$ cat config.mk
export PLATFORM = sky130hd
export DESIGN_NAME = ile_cell
export DESIGN_NICKNAME = d
export VERILOG_FILES = /design/src/hdl/ile_pkg.sv /design/src/hdl/ile_cell.sv
export SDC_FILE = /design/constraint.sdc
export NUM_CORES = 1
export LEC_CHECK = 0
export BUFFER_PORTS_ARGS = -buffer_cell sky130_fd_sc_hd__buf_2
export CAP_MARGIN = 10
export CELL_PAD_IN_SITES_DETAIL_PLACEMENT = 1
export CELL_PAD_IN_SITES_GLOBAL_PLACEMENT = 1
export CORE_ASPECT_RATIO = 1.75
export CORE_MARGIN = 2
export CORE_UTILIZATION = 30
export CTS_BUF_LIST = sky130_fd_sc_hd__clkbuf_4 sky130_fd_sc_hd__clkbuf_8
export DETAILED_ROUTE_END_ITERATION = 10
export PLACE_DENSITY = 0.82
export SLEW_MARGIN = 5
export SYNTH_ARGS = -nofsm -noshare
export SYNTH_HDL_FRONTEND = slang
export SYNTH_SLANG_ARGS = --single-unit
$ cat constraint.sdc
create_clock -name clk -period 2.85 [get_ports clk]
set_input_delay 0.1425 -clock clk [delete_from_list [all_inputs] [get_ports clk]]
set_output_delay 0.1425 -clock clk [all_outputs]
set_load 0.01 [all_outputs]
$ cat src/hdl/ile_pkg.sv
// Shared types and constants for the indexed list engine.
// No dependencies; imported by the cell, the top level and the checker.
package ile_pkg;

  localparam int DEPTH   = 64;
  localparam int DATA_W  = 32;
  localparam int WORD_W  = 32;
  localparam int POS_W   = 7;
  localparam int MODE_W  = 3;
  localparam int STAT_W  = 2;
  localparam int CNT_W   = $clog2(DEPTH + 1);
  localparam int CMP_W   = (CNT_W > POS_W) ? CNT_W : POS_W;
  localparam int IN_W    = 48;
  localparam int OUT_W   = 48;

  typedef enum logic [MODE_W-1:0] {
    MODE_APPEND = 3'd0,
    MODE_INSERT = 3'd1,
    MODE_POP    = 3'd2,
    MODE_REMOVE = 3'd3,
    MODE_GET    = 3'd4,
    MODE_SET    = 3'd5,
    MODE_CLEAR  = 3'd6
  } mode_t;

  typedef enum logic [STAT_W-1:0] {
    ST_OK    = 2'd0,
    ST_RANGE = 2'd1,
    ST_EMPTY = 2'd2,
    ST_FULL  = 2'd3
  } status_t;

  typedef enum logic [1:0] {
    CMD_NONE   = 2'd0,
    CMD_WRITE  = 2'd1,
    CMD_INSERT = 2'd2,
    CMD_REMOVE = 2'd3
  } cell_cmd_t;

  typedef struct packed {
    cell_cmd_t          cmd;
    logic [CMP_W-1:0]   target;
    logic [DATA_W-1:0]  word;
  } cell_ctrl_t;

endpackage

$ cat src/hdl/ile_cell.sv
// One storage cell of the list: holds a word and shifts with its neighbors.
// Depends on ile_pkg for the control struct and widths.
module ile_cell
  import ile_pkg::*;
(
  input  logic              clk,
  input  cell_ctrl_t        ctrl,
  input  logic [CMP_W-1:0]  idx,
  input  logic [DATA_W-1:0] left_data,
  input  logic [DATA_W-1:0] right_data,
  output logic [DATA_W-1:0] data
);

  logic hit;
  logic above;

  assign hit   = (ctrl.target == idx);
  assign above = (idx > ctrl.target);

  always_ff @(posedge clk) begin
    case (ctrl.cmd)
      CMD_WRITE: begin
        if (hit) data <= ctrl.word;
      end
      CMD_INSERT: begin
        if (hit) data <= ctrl.word;
        else if (above) data <= left_data;
      end
      CMD_REMOVE: begin
        if (hit || above) data <= right_data;
      end
      default: ;
    endcase
  end

endmodule

==> Word-level counts from Yosys, hierarchy flattened <==
Index checks and enable logic that the tools add are counted.
{ "totals": {"inputBits": 113, "output_inout_bits": 32, "ff_bits": 32, "elab_cells": 17} }
{ "op_classes": {"n_mux": 5, "n_eq_ne": 7, "reduce_logical": 3, "n_lt_le_gt_ge": 1} }
{ "op_table": {"columns": ["operator", "count"], "rows": [
  ["$mux 32", 4],
  ["$pmux 32 s3", 1],
  ["$eq 7x7->1", 1],
  ["$gt 7x7->1", 1],
  ["$eq 2x2->1 const B", 2],
  ["$ne 2x2->1 const B", 2],
  ["$reduce_and 4->1", 1],
  ["$ne 3x3->1 const B", 1],
  ["$reduce_bool 3->1", 1],
  ["$eq 2x1->1 const B", 1],
  ["$logic_or 1x1->1", 1]
]} }

==> Longest topological paths before layout <==
Gate-level depths: netlist of the first run.
{ "logic_depth": {"depth_word": 4, "mapped_depth": 8, "ltp_nobuf": 6} }

==> Worst setup path after synthesis of the first run <==
Ideal clock, no wire load.
{ "synth_path": {"path_type": "in2reg", "from": "input port ctrl[38] in the netlist's numbering", "to": "register data[0] (enable)", "setup_ns": 0.391, "path_slack_ns": 0.567, "path_buffers": 1, "cell_stages": 7, "t_required_ns": 2.459, "arrival_ns": 1.892, "cell_sequence": "inv_1 ha_1 nand4_1 or2_1 buf_2 nor2_1 o22a_1"} }
{ "synth_via": {"elab_chain_len": 4, "elab_cells_between_ends": 7, "classes_between": "order compare: 1; eq/ne: 4; reduce/logical: 2"} }
{ "synth_rtl": {"columns": ["item", "line_no", "rtl"], "rows": [
  ["from (decl)", "ile_cell.sv:7", "input cell_ctrl_t ctrl,"],
  ["$gt 7x7->1 / $eq 7x7->1 (equally long branches)", "ile_cell.sv:18, ile_cell.sv:17", null],
  ["$logic_or 1x1->1", "ile_cell.sv:30", "if (hit || above) data <= right_data;"],
  ["$ne 2x2->1 (no source line)", null, null],
  ["$reduce_and 4->1 (no source line) (*)", null, null],
  ["to (signal assigned)", "ile_cell.sv:23", "if (hit) data <= ctrl.word;"],
  ["to (signal assigned)", "ile_cell.sv:26", "if (hit) data <= ctrl.word;"],
  ["to (signal assigned)", "ile_cell.sv:30", null],
  ["to (decl)", "ile_cell.sv:11", "output logic [DATA_W-1:0] data"]
]} }
Mark *: on every way between the ends. The rest lies on a longest branch, timed or not.
A chain may end at the register's enable or synchronous reset.

==> Final worst setup path of the first run <==
{ "layout_path": {"from": "input port ctrl[38] in the netlist's numbering", "to": "register data[21] (enable)"} }
The elaborated chain is that of the path after synthesis.

==> results.ini, run 1 <==
[timing]
max_freq_mhz = 506
tightest_slew_ns = 0.598
period_share_pct = 69.3
rsz0062_at_grt = false
slew_violations = 0
maxSlewHeadroom_pct = 60.0
fin_tns_setup_ns = 0
setup_viol = 0
timing.final.crit_period_ns = 1.98
finalHoldViolations = 0

[global_route]
grt_overflow_total = 0
grt_pass1_wl_microns = 10600
grt_max_degree = 35
grt.total_usage_pct = 18.7
antenna_found_initial = 0
grt_pass1_vias = 2269

[yosys]
synthAdderAreaFrac_pct = 4.33
yosysWarnings = 0
synth_top_area_share_pct = 47.6
syn-cell-area_sq_mm = 0.00202
synth-seq-cells = 32
seq_area_frac_synth_pct = 47.6
syn_area_per_cell_sq_um = 11.5
synth_nets = 295
synth_xor_area_share_pct = 0
synth_area_leaders = edfxtp_1, o22ai_2, o22ai_1
synth_compound_area_share_pct = 39.0
synth_cell_type_count = 20
synth-simple-area-share_pct = 2.17
synth_top_family_by_area = compound AO/OA/AOI/OAI gates
synth_mux_area_share_pct = 0
syn_inst = 175
synth_top_cell_by_area = edfxtp_1

[clock_tree]
h-tree-depth = 2
cts.sinks = 32
cts_setup_buffers = 0
cts.path.max_buffers = 2
cts_buffers = 5
post_cts_resized = 0
tritoncts = yes
clk_pin_slew_ns = 0.07
cts_root_buf = clkbuf_8
hold_buffers = 0

[worst_setup_path]
cp-end-kind = flip-flop
critPathSlowestCell = or2_2
slowest_delay_ns = 0.57
worstSetupPathType = in -> reg
critical_path.cell_chain = buf_2, inv_1, ha_1, nand4_1, or2_2, nor2_1, o22a_1, buf_4
required_ns = 2.81
cp.arrival_ns = 1.94
path_max_fanout = 18
critPathLaunchType = input pin

[detailed_routing]
drtIter0Drc = 81
drtPass1Iterations = 5
vias = 2113
drc = 0
drt.antenna.violating_nets = 0
totalWireLength_microns = 6970
routedWlPerCell_microns = 17.4
routed_via_density = 5.28

[floorplan]
start_util_pct = 30.9
ios = 145
die_h_microns = 113
rows = 39
dieWidth_microns = 66.0
die_area_sq_mm = 0.00743
core_area_sq_mm = 0.00654

[power_and_ir_drop]
power_density_mw_per_mm2 = 462
p_leak_nw = 1.29
peakVddDrop_mv = 0.212

[placed_design]
gp_congestion = 0.814
place_hpwl_microns = 5690
place_inst = 392
post_dp_cell_area_sq_mm = 0.00280
port_buffers = 144

[finish]
layout-drive-gt1-share_pct = 59.7
nNetsFinal = 437
final_cells = 400
top_register = data
design_area_sq_mm = 0.00291
n_antenna_cell = 0
largest_reg_flops = 32
area_growth_pct = 43.9
reg_top3 = data (32)

[outcome]
status = completed

[worst_hold_path]
hold_path.class = in -> reg

[job]
cap_violations = 0

==> cells in the final DEF, fill, tap and decap left out, drive strengths merged <==
master | synthesis | layout
buf | 7 | 152
o21ai | 2 | 2
nor3 | 1 | 1
edfxtp | 32 | 32
nand3 | 1 | 1
nand4 | 1 | 1
clkinv | 0 | 2
ha | 7 | 7
clkbuf | 10 | 5
or2 | 1 | 1
nand2b | 1 | 1
nand2 | 2 | 2
a211oi | 1 | 1
a21oi | 34 | 34
inv | 8 | 8
o22ai | 64 | 64
bufinv | 0 | 1
o22a | 1 | 1
nor2 | 2 | 2
==> cell usage after synthesis (all sizes together) <==
cell type / instances
nand2b: 1
inv: 8
ha: 7
nand2: 2
o22ai: 64
or2: 1
edfxtp: 32
o22a: 1
nand4: 1
a211oi: 1
a21oi: 34
buf: 7
nand3: 1
clkbuf: 10
o21ai: 2
nor3: 1
nor2: 2
==> layer usage <==
| metal | vias to the layer above | routed length, microns | GRT usage (%) |
|---|---|---|---|
| li1 | 998 | - | - |
| met1 | 1007 | 2210 | 17.3 |
| met2 | 94 | 4100 | 37.3 |
| met3 | 14 | 448 | 3.31 |
| met4 | 0 | 221 | 8.30 |
| met5 | - | 0 | 0 |
==> where the power goes <==
group / internal, mW / switching (mW) / leakage, nW / total (mW)
Clock: 0.254 / 0.155 / 0.0532 / 0.409
Combinational: 0.155 / 0.183 / 0.926 / 0.338
Sequential: 0.583 / 0.0115 / 0.306 / 0.594
Total: 0.992 / 0.350 / 1.29 / 1.34
==> area by class of cell <==
class | count | area (sq um)
clock buffers | 5 | 68.8
flip-flops and latches | 32 | 961
well taps | 82 | 103
fillers | 801 | 3630
multi-input cells | 118 | 927
repair buffers | 152 | 781
clock inverters | 3 | 37.5
inverters | 8 | 30.0
==> kinds of logic (layout without fill, tap and decap cells) <==
family / count (synthesis) / after routing
buffers and inverters: 25 / 168
AOI/OAI and AO/OA: 102 / 102
DFF: 32 / 32
adders and majority gates: 7 / 7
and+or+nand+nor: 9 / 9
==> metrics by stage <==
stage / utilization, % / setup WS (ns) / power [mW] / hold WS, ns
2_1_floorplan: - / 0.567 / 0.767 / 0.394
3_3_place_gp: 42.8 / 0.644 / 0.932 / 0.489
3_5_place_dp: 42.8 / 0.562 / 0.948 / 0.502
4_1_cts: 44.5 / 0.847 / 1.36 / 0.221
5_1_grt: 44.5 / 0.749 / 1.41 / 0.231
6_report: 44.5 / 0.874 / 1.34 / 0.226
==> worst paths after layout <==
path                        from       end  cells after the start
setup / recovery        ctrl[38]  data[21]                      8
hold / removal    right_data[13]  data[13]                      3
==> critical path, delay by kind of cell <==
kind	cells	cell delay (ns)
AND/OR/NAND/NOR	3	0.95
AO/OA/AOI/OAI	1	0.18
buffers and inverters	3	0.35
adder cells (fa/ha/maj)	1	0.31
(Power assumes the default switching activity.)
==> run 2, diff against run 1 <==
ABC_AREA = 1   (was default)
PLACE_DENSITY = 0.83   (was 0.82)
clock period = 2 ns   (was 2.85 ns; I/O delays follow)
==> results.ini, run 2 <==
[clock_tree]
hold_buffers = 0  ; unchanged
h-tree-depth = 2  ; unchanged
cts_root_buf = clkbuf_8
cts_buffers = 5  ; unchanged
cts.path.max_buffers = 2  ; unchanged
tritoncts = yes
clk_pin_slew_ns = 0.07  ; about the same
cts_setup_buffers = 0  ; unchanged
cts.sinks = 32  ; unchanged
post_cts_resized = 0  ; unchanged

[floorplan]
core_area_sq_mm = 0.00791  ; +21%
start_util_pct = 30.8  ; -0.12 points
die_h_microns = 123  ; +9.4%
die_area_sq_mm = 0.00888  ; +19%
dieWidth_microns = 72.1  ; +9.2%
ios = 145  ; unchanged
rows = 43  ; +10%

[timing]
rsz0062_at_grt = false
tightest_slew_ns = 0.700  ; +0.102 ns
setup_viol = 0  ; unchanged
fin_tns_setup_ns = 0  ; unchanged
period_share_pct = 70.9
timing.final.crit_period_ns = 1.42
finalHoldViolations = 0  ; unchanged
maxSlewHeadroom_pct = 53.3  ; -6.8 points
max_freq_mhz = 705
hold_slack_ns = 0.105  ; -0.121 ns
slew_violations = 0  ; unchanged

[yosys]
synth_top_cell_by_area = edfxtp_1
synth_nets = 471  ; +60%
synth_async_sr_flop_share_pct = 0  ; unchanged
yosys_most_used_dff = edfxtp_1
yosysMostFrequentCell = nand2_1
yosysWarnings = 0  ; unchanged
synth-seq-cells = 32  ; unchanged
synth_cell_type_count = 13  ; -35%
syn_inst = 351  ; +100%
ys_top_cells_by_count = nand2_1, nand3_1, inv_1, edfxtp_1, nor2_1
seq_area_frac_synth_pct = 39.5  ; -8.1 points
synth_edf_count = 32  ; unchanged
syn_area_per_cell_sq_um = 6.94  ; -40%
synth_top_area_share_pct = 39.5  ; -8.1 points
syn-cell-area_sq_mm = 0.00243  ; +20%
synth_area_leaders = edfxtp_1, nand3_1, nand2_1

[global_route]
grt_pass1_wl_microns = 13700  ; +30%
grt_pass1_vias = 3056  ; +35%
grt_overflow_total = 0  ; unchanged
grt.total_usage_pct = 20.0  ; +1.3 points
grt_max_degree = 34  ; -2.9%
antenna_found_initial = 1  ; +1

[finish]
fillers = 1083  ; +35%
final_common_cell = buf_2
layout-drive-gt1-share_pct = 34.3  ; -25 points
nNetsFinal = 614  ; +41%
final_cell_mix = buf_2, nand2_1, nand3_1
top_register = data
largest_reg_flops = 32  ; unchanged
final_cells = 586  ; +47%
reg_top3 = data (32)
final_util_pct = 42.3  ; -2.2 points
area_growth_pct = 37.4

[detailed_routing]
totalWireLength_microns = 8580  ; +23%
drc = 0  ; unchanged
vias = 2835  ; +34%
routedWlPerCell_microns = 14.6  ; -16%
drtIter0Drc = 117  ; +44%
drtPass1Iterations = 4  ; -1
routed_via_density = 4.84  ; -8.4%
drt.antenna.violating_nets = 0  ; unchanged

[power_and_ir_drop]
peakVddDrop_mv = 0.371  ; +75%
p_leak_nw = 1.90  ; +48%
power_density_mw_per_mm2 = 601  ; +30%

[placed_design]
gp_congestion = 0.840  ; +3.2%
place_hpwl_microns = 6870  ; +21%
place_inst = 577  ; +47%
port_buffers = 144  ; unchanged

[worst_setup_path]
critPathSlowestCell = ha_1
path_max_fanout = 15  ; -3
required_ns = 1.97  ; -0.84 ns
critPathLaunchType = input pin
worstSetupPathType = in -> reg
cp-end-kind = flip-flop
cp.arrival_ns = 1.39  ; -0.55 ns
critical_path.cell_chain = buf_2, inv_1, ha_1, nand2_1, nor2_4, nand3_1, nand2_1, inv_1, nor2_4, buf_4
slowest_delay_ns = 0.28  ; -0.29 ns

[outcome]
status = completed

[job]
cap_violations = 0  ; unchanged

[worst_hold_path]
hold_path.class = in -> reg

-- run 2: worst max-delay path, delay by kind of cell --
family | cells | cell delay [ns]
buffers and inverters | 4 | 0.42
and+or+nand+nor | 5 | 0.58
adders and majority gates | 1 | 0.28
-- run 2: final timing paths --
check | start | end | slack, ns | cells past startpoint
setup / recovery | ctrl[34] | data[28] | 0.58 | 10
hold / removal | right_data[3] | data[3] | 0.11 | 3
-- run 2: cells by family (layout without fill, tap and decap cells) --
group / count (synthesis) / after routing / share of synthesized area [%]
fa+ha+maj: 7 / 7 / 3.60
flops: 32 / 32 / 39.5
other cells: 0 / 1 / 0
simple gates: 216 / 216 / 39.4
buf+inv: 96 / 240 / 17.6
-- run 2: where the power goes --
part	switching [mW]	internal, mW
Sequential	0.0226	0.835
Clock	0.247	0.383
Combinational	0.302	0.221
-- run 2: routing by layer --
metal	vias up	track usage, %	routed length (microns)
met4	0	11.0	382
li1	1381	-	-
met2	100	39.0	4870
met5	-	0	0
met3	26	3.67	420
met1	1328	18.8	2900
-- run 2: through the flow --
stage	area [sq um]	setup WS [ns]	power, mW
global route	3340	0.464	2.13
global placement	3230	0.324	1.39
finish	3340	0.582	2.01
floorplan	2440	0.171	1.13
CTS	3340	0.581	2.04
detailed placement	3230	0.275	1.41
-- run 2: layout make-up --
| class | count | area, sq um | share of cell area (%) |
|---|---|---|---|
| clock inverter | 2 | 35.0 | 1.05 |
| timing repair buffer | 154 | 808 | 24.2 |
| antenna | 1 | 2.50 | 0.0748 |
| clock buffer | 6 | 76.3 | 2.28 |
| sequential | 32 | 961 | 28.7 |
| multi-input combinational | 223 | 1060 | 31.6 |
| inverter | 78 | 293 | 8.75 |
| tap | 90 | 113 | 3.37 |
==> run 3, diff against run 2 <==
ABC_AREA = 0   (was 1)
CORE_UTILIZATION = 27   (was 30)
PLACE_DENSITY = 0.78   (was 0.83)
clock period = 1.2 ns   (was 2 ns; I/O delays follow)
==> results.ini, run 3 (synthesis gave the netlist of run 1 again) <==
[detailed_routing]
totalWireLength_microns = 7800  ; -9.1%
routedWlPerCell_microns = 18.8  ; +28%
drtIter0Drc = 54  ; -54%
drt.antenna.violating_nets = 0  ; unchanged
routed_via_density = 5.26  ; +8.7%
vias = 2182  ; -23%
drc = 0  ; unchanged
drtPass1Iterations = 4  ; unchanged

[finish]
reg_top3 = data (32)
area_growth_pct = 63.9
final_cells = 415  ; -29%
multiInputGateArea_sq_mm = 0.00114  ; +7.7%
largest_reg_flops = 32  ; unchanged
n_antenna_cell = 0  ; -1
final-seq-area_sq_um = 961  ; unchanged
top_register = data
nNetsFinal = 448  ; -27%
design_area_sq_mm = 0.00331  ; -0.97%
final_common_cell = buf_2
fillers = 847  ; -22%
layout-drive-gt1-share_pct = 68.4  ; +34 points
final_util_pct = 45.8  ; +3.5 points
final_cell_mix = buf_2, o22ai_1, edfxtp_1

[worst_setup_path]
critPathSlowestCell = ha_4
required_ns = 1.34  ; -0.63 ns
cp.arrival_ns = 1.46  ; +0.07 ns
cp-end-kind = flip-flop
path_max_fanout = 7  ; -8
path_common_cell = buf_4
slowest_delay_ns = 0.26  ; -0.02 ns
worstSetupPathType = in -> reg
critical_path.cell_chain = buf_6, ha_4, nand4_1, buf_4, o21ai_4, buf_4, clkbuf_16, o22ai_2, a21oi_1
critPathLaunchType = input pin

[global_route]
grt_util_met2_pct = 38.8  ; -0.17 points
grt_pass1_wl_microns = 12100  ; -12%
grt_overflow_total = 0  ; unchanged
grt_max_degree = 33  ; -2.9%
antenna_found_initial = 0  ; -1
grt.total_usage_pct = 18.7  ; -1.3 points
grt_use_met3_pct = 2.56  ; -1.1 points
met1_usage_pct = 17.0  ; -1.8 points
grt_pass1_vias = 2500  ; -18%
top_usage_layer = met2

[job]
cap_violations = 0  ; unchanged

[floorplan]
core_area_sq_mm = 0.00723  ; -8.5%
rows = 41  ; -4.7%
die_h_microns = 118  ; -3.8%
dieWidth_microns = 69.4  ; -3.8%
die_area_sq_mm = 0.00822  ; -7.5%
ios = 145  ; unchanged
start_util_pct = 27.9  ; -2.8 points

[clock_tree]
hold_buffers = 0  ; unchanged
cts.path.max_buffers = 2  ; unchanged
h-tree-depth = 2  ; unchanged
cts.sinks = 32  ; unchanged
tritoncts = yes
cts_buffers = 5  ; unchanged
clk_pin_slew_ns = 0.07  ; about the same
cts_root_buf = clkbuf_8

[placed_design]
pre_cts_ws_ns = -0.677  ; -0.952 ns
place_inst = 400  ; -31%
gp_congestion = 0.745  ; -11%
place_hpwl_microns = 5420  ; -21%
post_dp_cell_area_sq_mm = 0.00295  ; -8.8%
port_buffers = 144  ; unchanged

[outcome]
status = complete, but fails checks
violations = negative setup slack

[timing]
setup_viol = 64  ; +64
max_freq_mhz = 757
slew_violations = 0  ; unchanged
layout_setup_ws_ns = -0.120  ; -0.703 ns
maxSlewHeadroom_pct = 73.3  ; +20 points
rsz0062_at_grt = true
period_share_pct = 110
finalHoldViolations = 0  ; unchanged
timing.final.crit_period_ns = 1.32
tightest_slew_ns = 0.400  ; -0.300 ns
hold_slack_ns = 0.130  ; +0.0250 ns

[power_and_ir_drop]
power_density_mw_per_mm2 = 1030  ; +72%
peakVddDrop_mv = 0.470  ; +27%
p_leak_nw = 1.39  ; -27%

[worst_hold_path]
hold_path.class = in -> reg

[run 3: repair_timing]
item | CTS | global route
gates cloned | 3 | 1
endpoints found under the setup margin | 64 | 64
setup buffers | 0 | 3
resized for setup | 28 | 3
pin swaps | 11 | 6
[run 3: worst paths after layout]
kind / from / to / slack [ns] / cells past startpoint
worst max-delay path: idx[6] / data[24] / -0.12 / 9
worst min-delay path: right_data[11] / data[11] / 0.13 / 3
[run 3: power breakdown]
part,internal [mW],switching [mW],total (mW)
sequential,1.38,0.0268,1.41
combinational,0.480,0.504,0.984
clock,0.614,0.418,1.03
total,2.48,0.949,3.43
[run 3: layout make-up]
class                      instances  share of cell area (%)
inverter                           8                    1.36
multi-input combinational        121                    34.3
clock buffer                       5                    2.08
sequential                        32                    29.0
tap                               86                    3.25
timing repair buffer             160                    28.7
clock inverter                     3                    1.28
[run 3: critical path, delay by kind of cell]
family | cells | cell delay [ns]
fa+ha+maj | 1 | 0.26
compound gates | 3 | 0.40
buf+inv | 4 | 0.60
simple gates | 1 | 0.13
[run 3: per-layer routing]
metal / vias up / part of all wire, %
met3: 20 / 4.6
met5: - / 0
met1: 1044 / 32
met2: 87 / 59
li1: 1031 / -
met4: 0 / 3.8
[run 3: metrics by stage]
stage | power (mW) | TNS, ns
floorplan | 1.84 | -19.83
global placement | 2.28 | -37.37
detailed placement | 2.30 | -41.47
CTS | 3.45 | -4.21
global route | 3.60 | -8.27
finish | 3.43 | -5.00
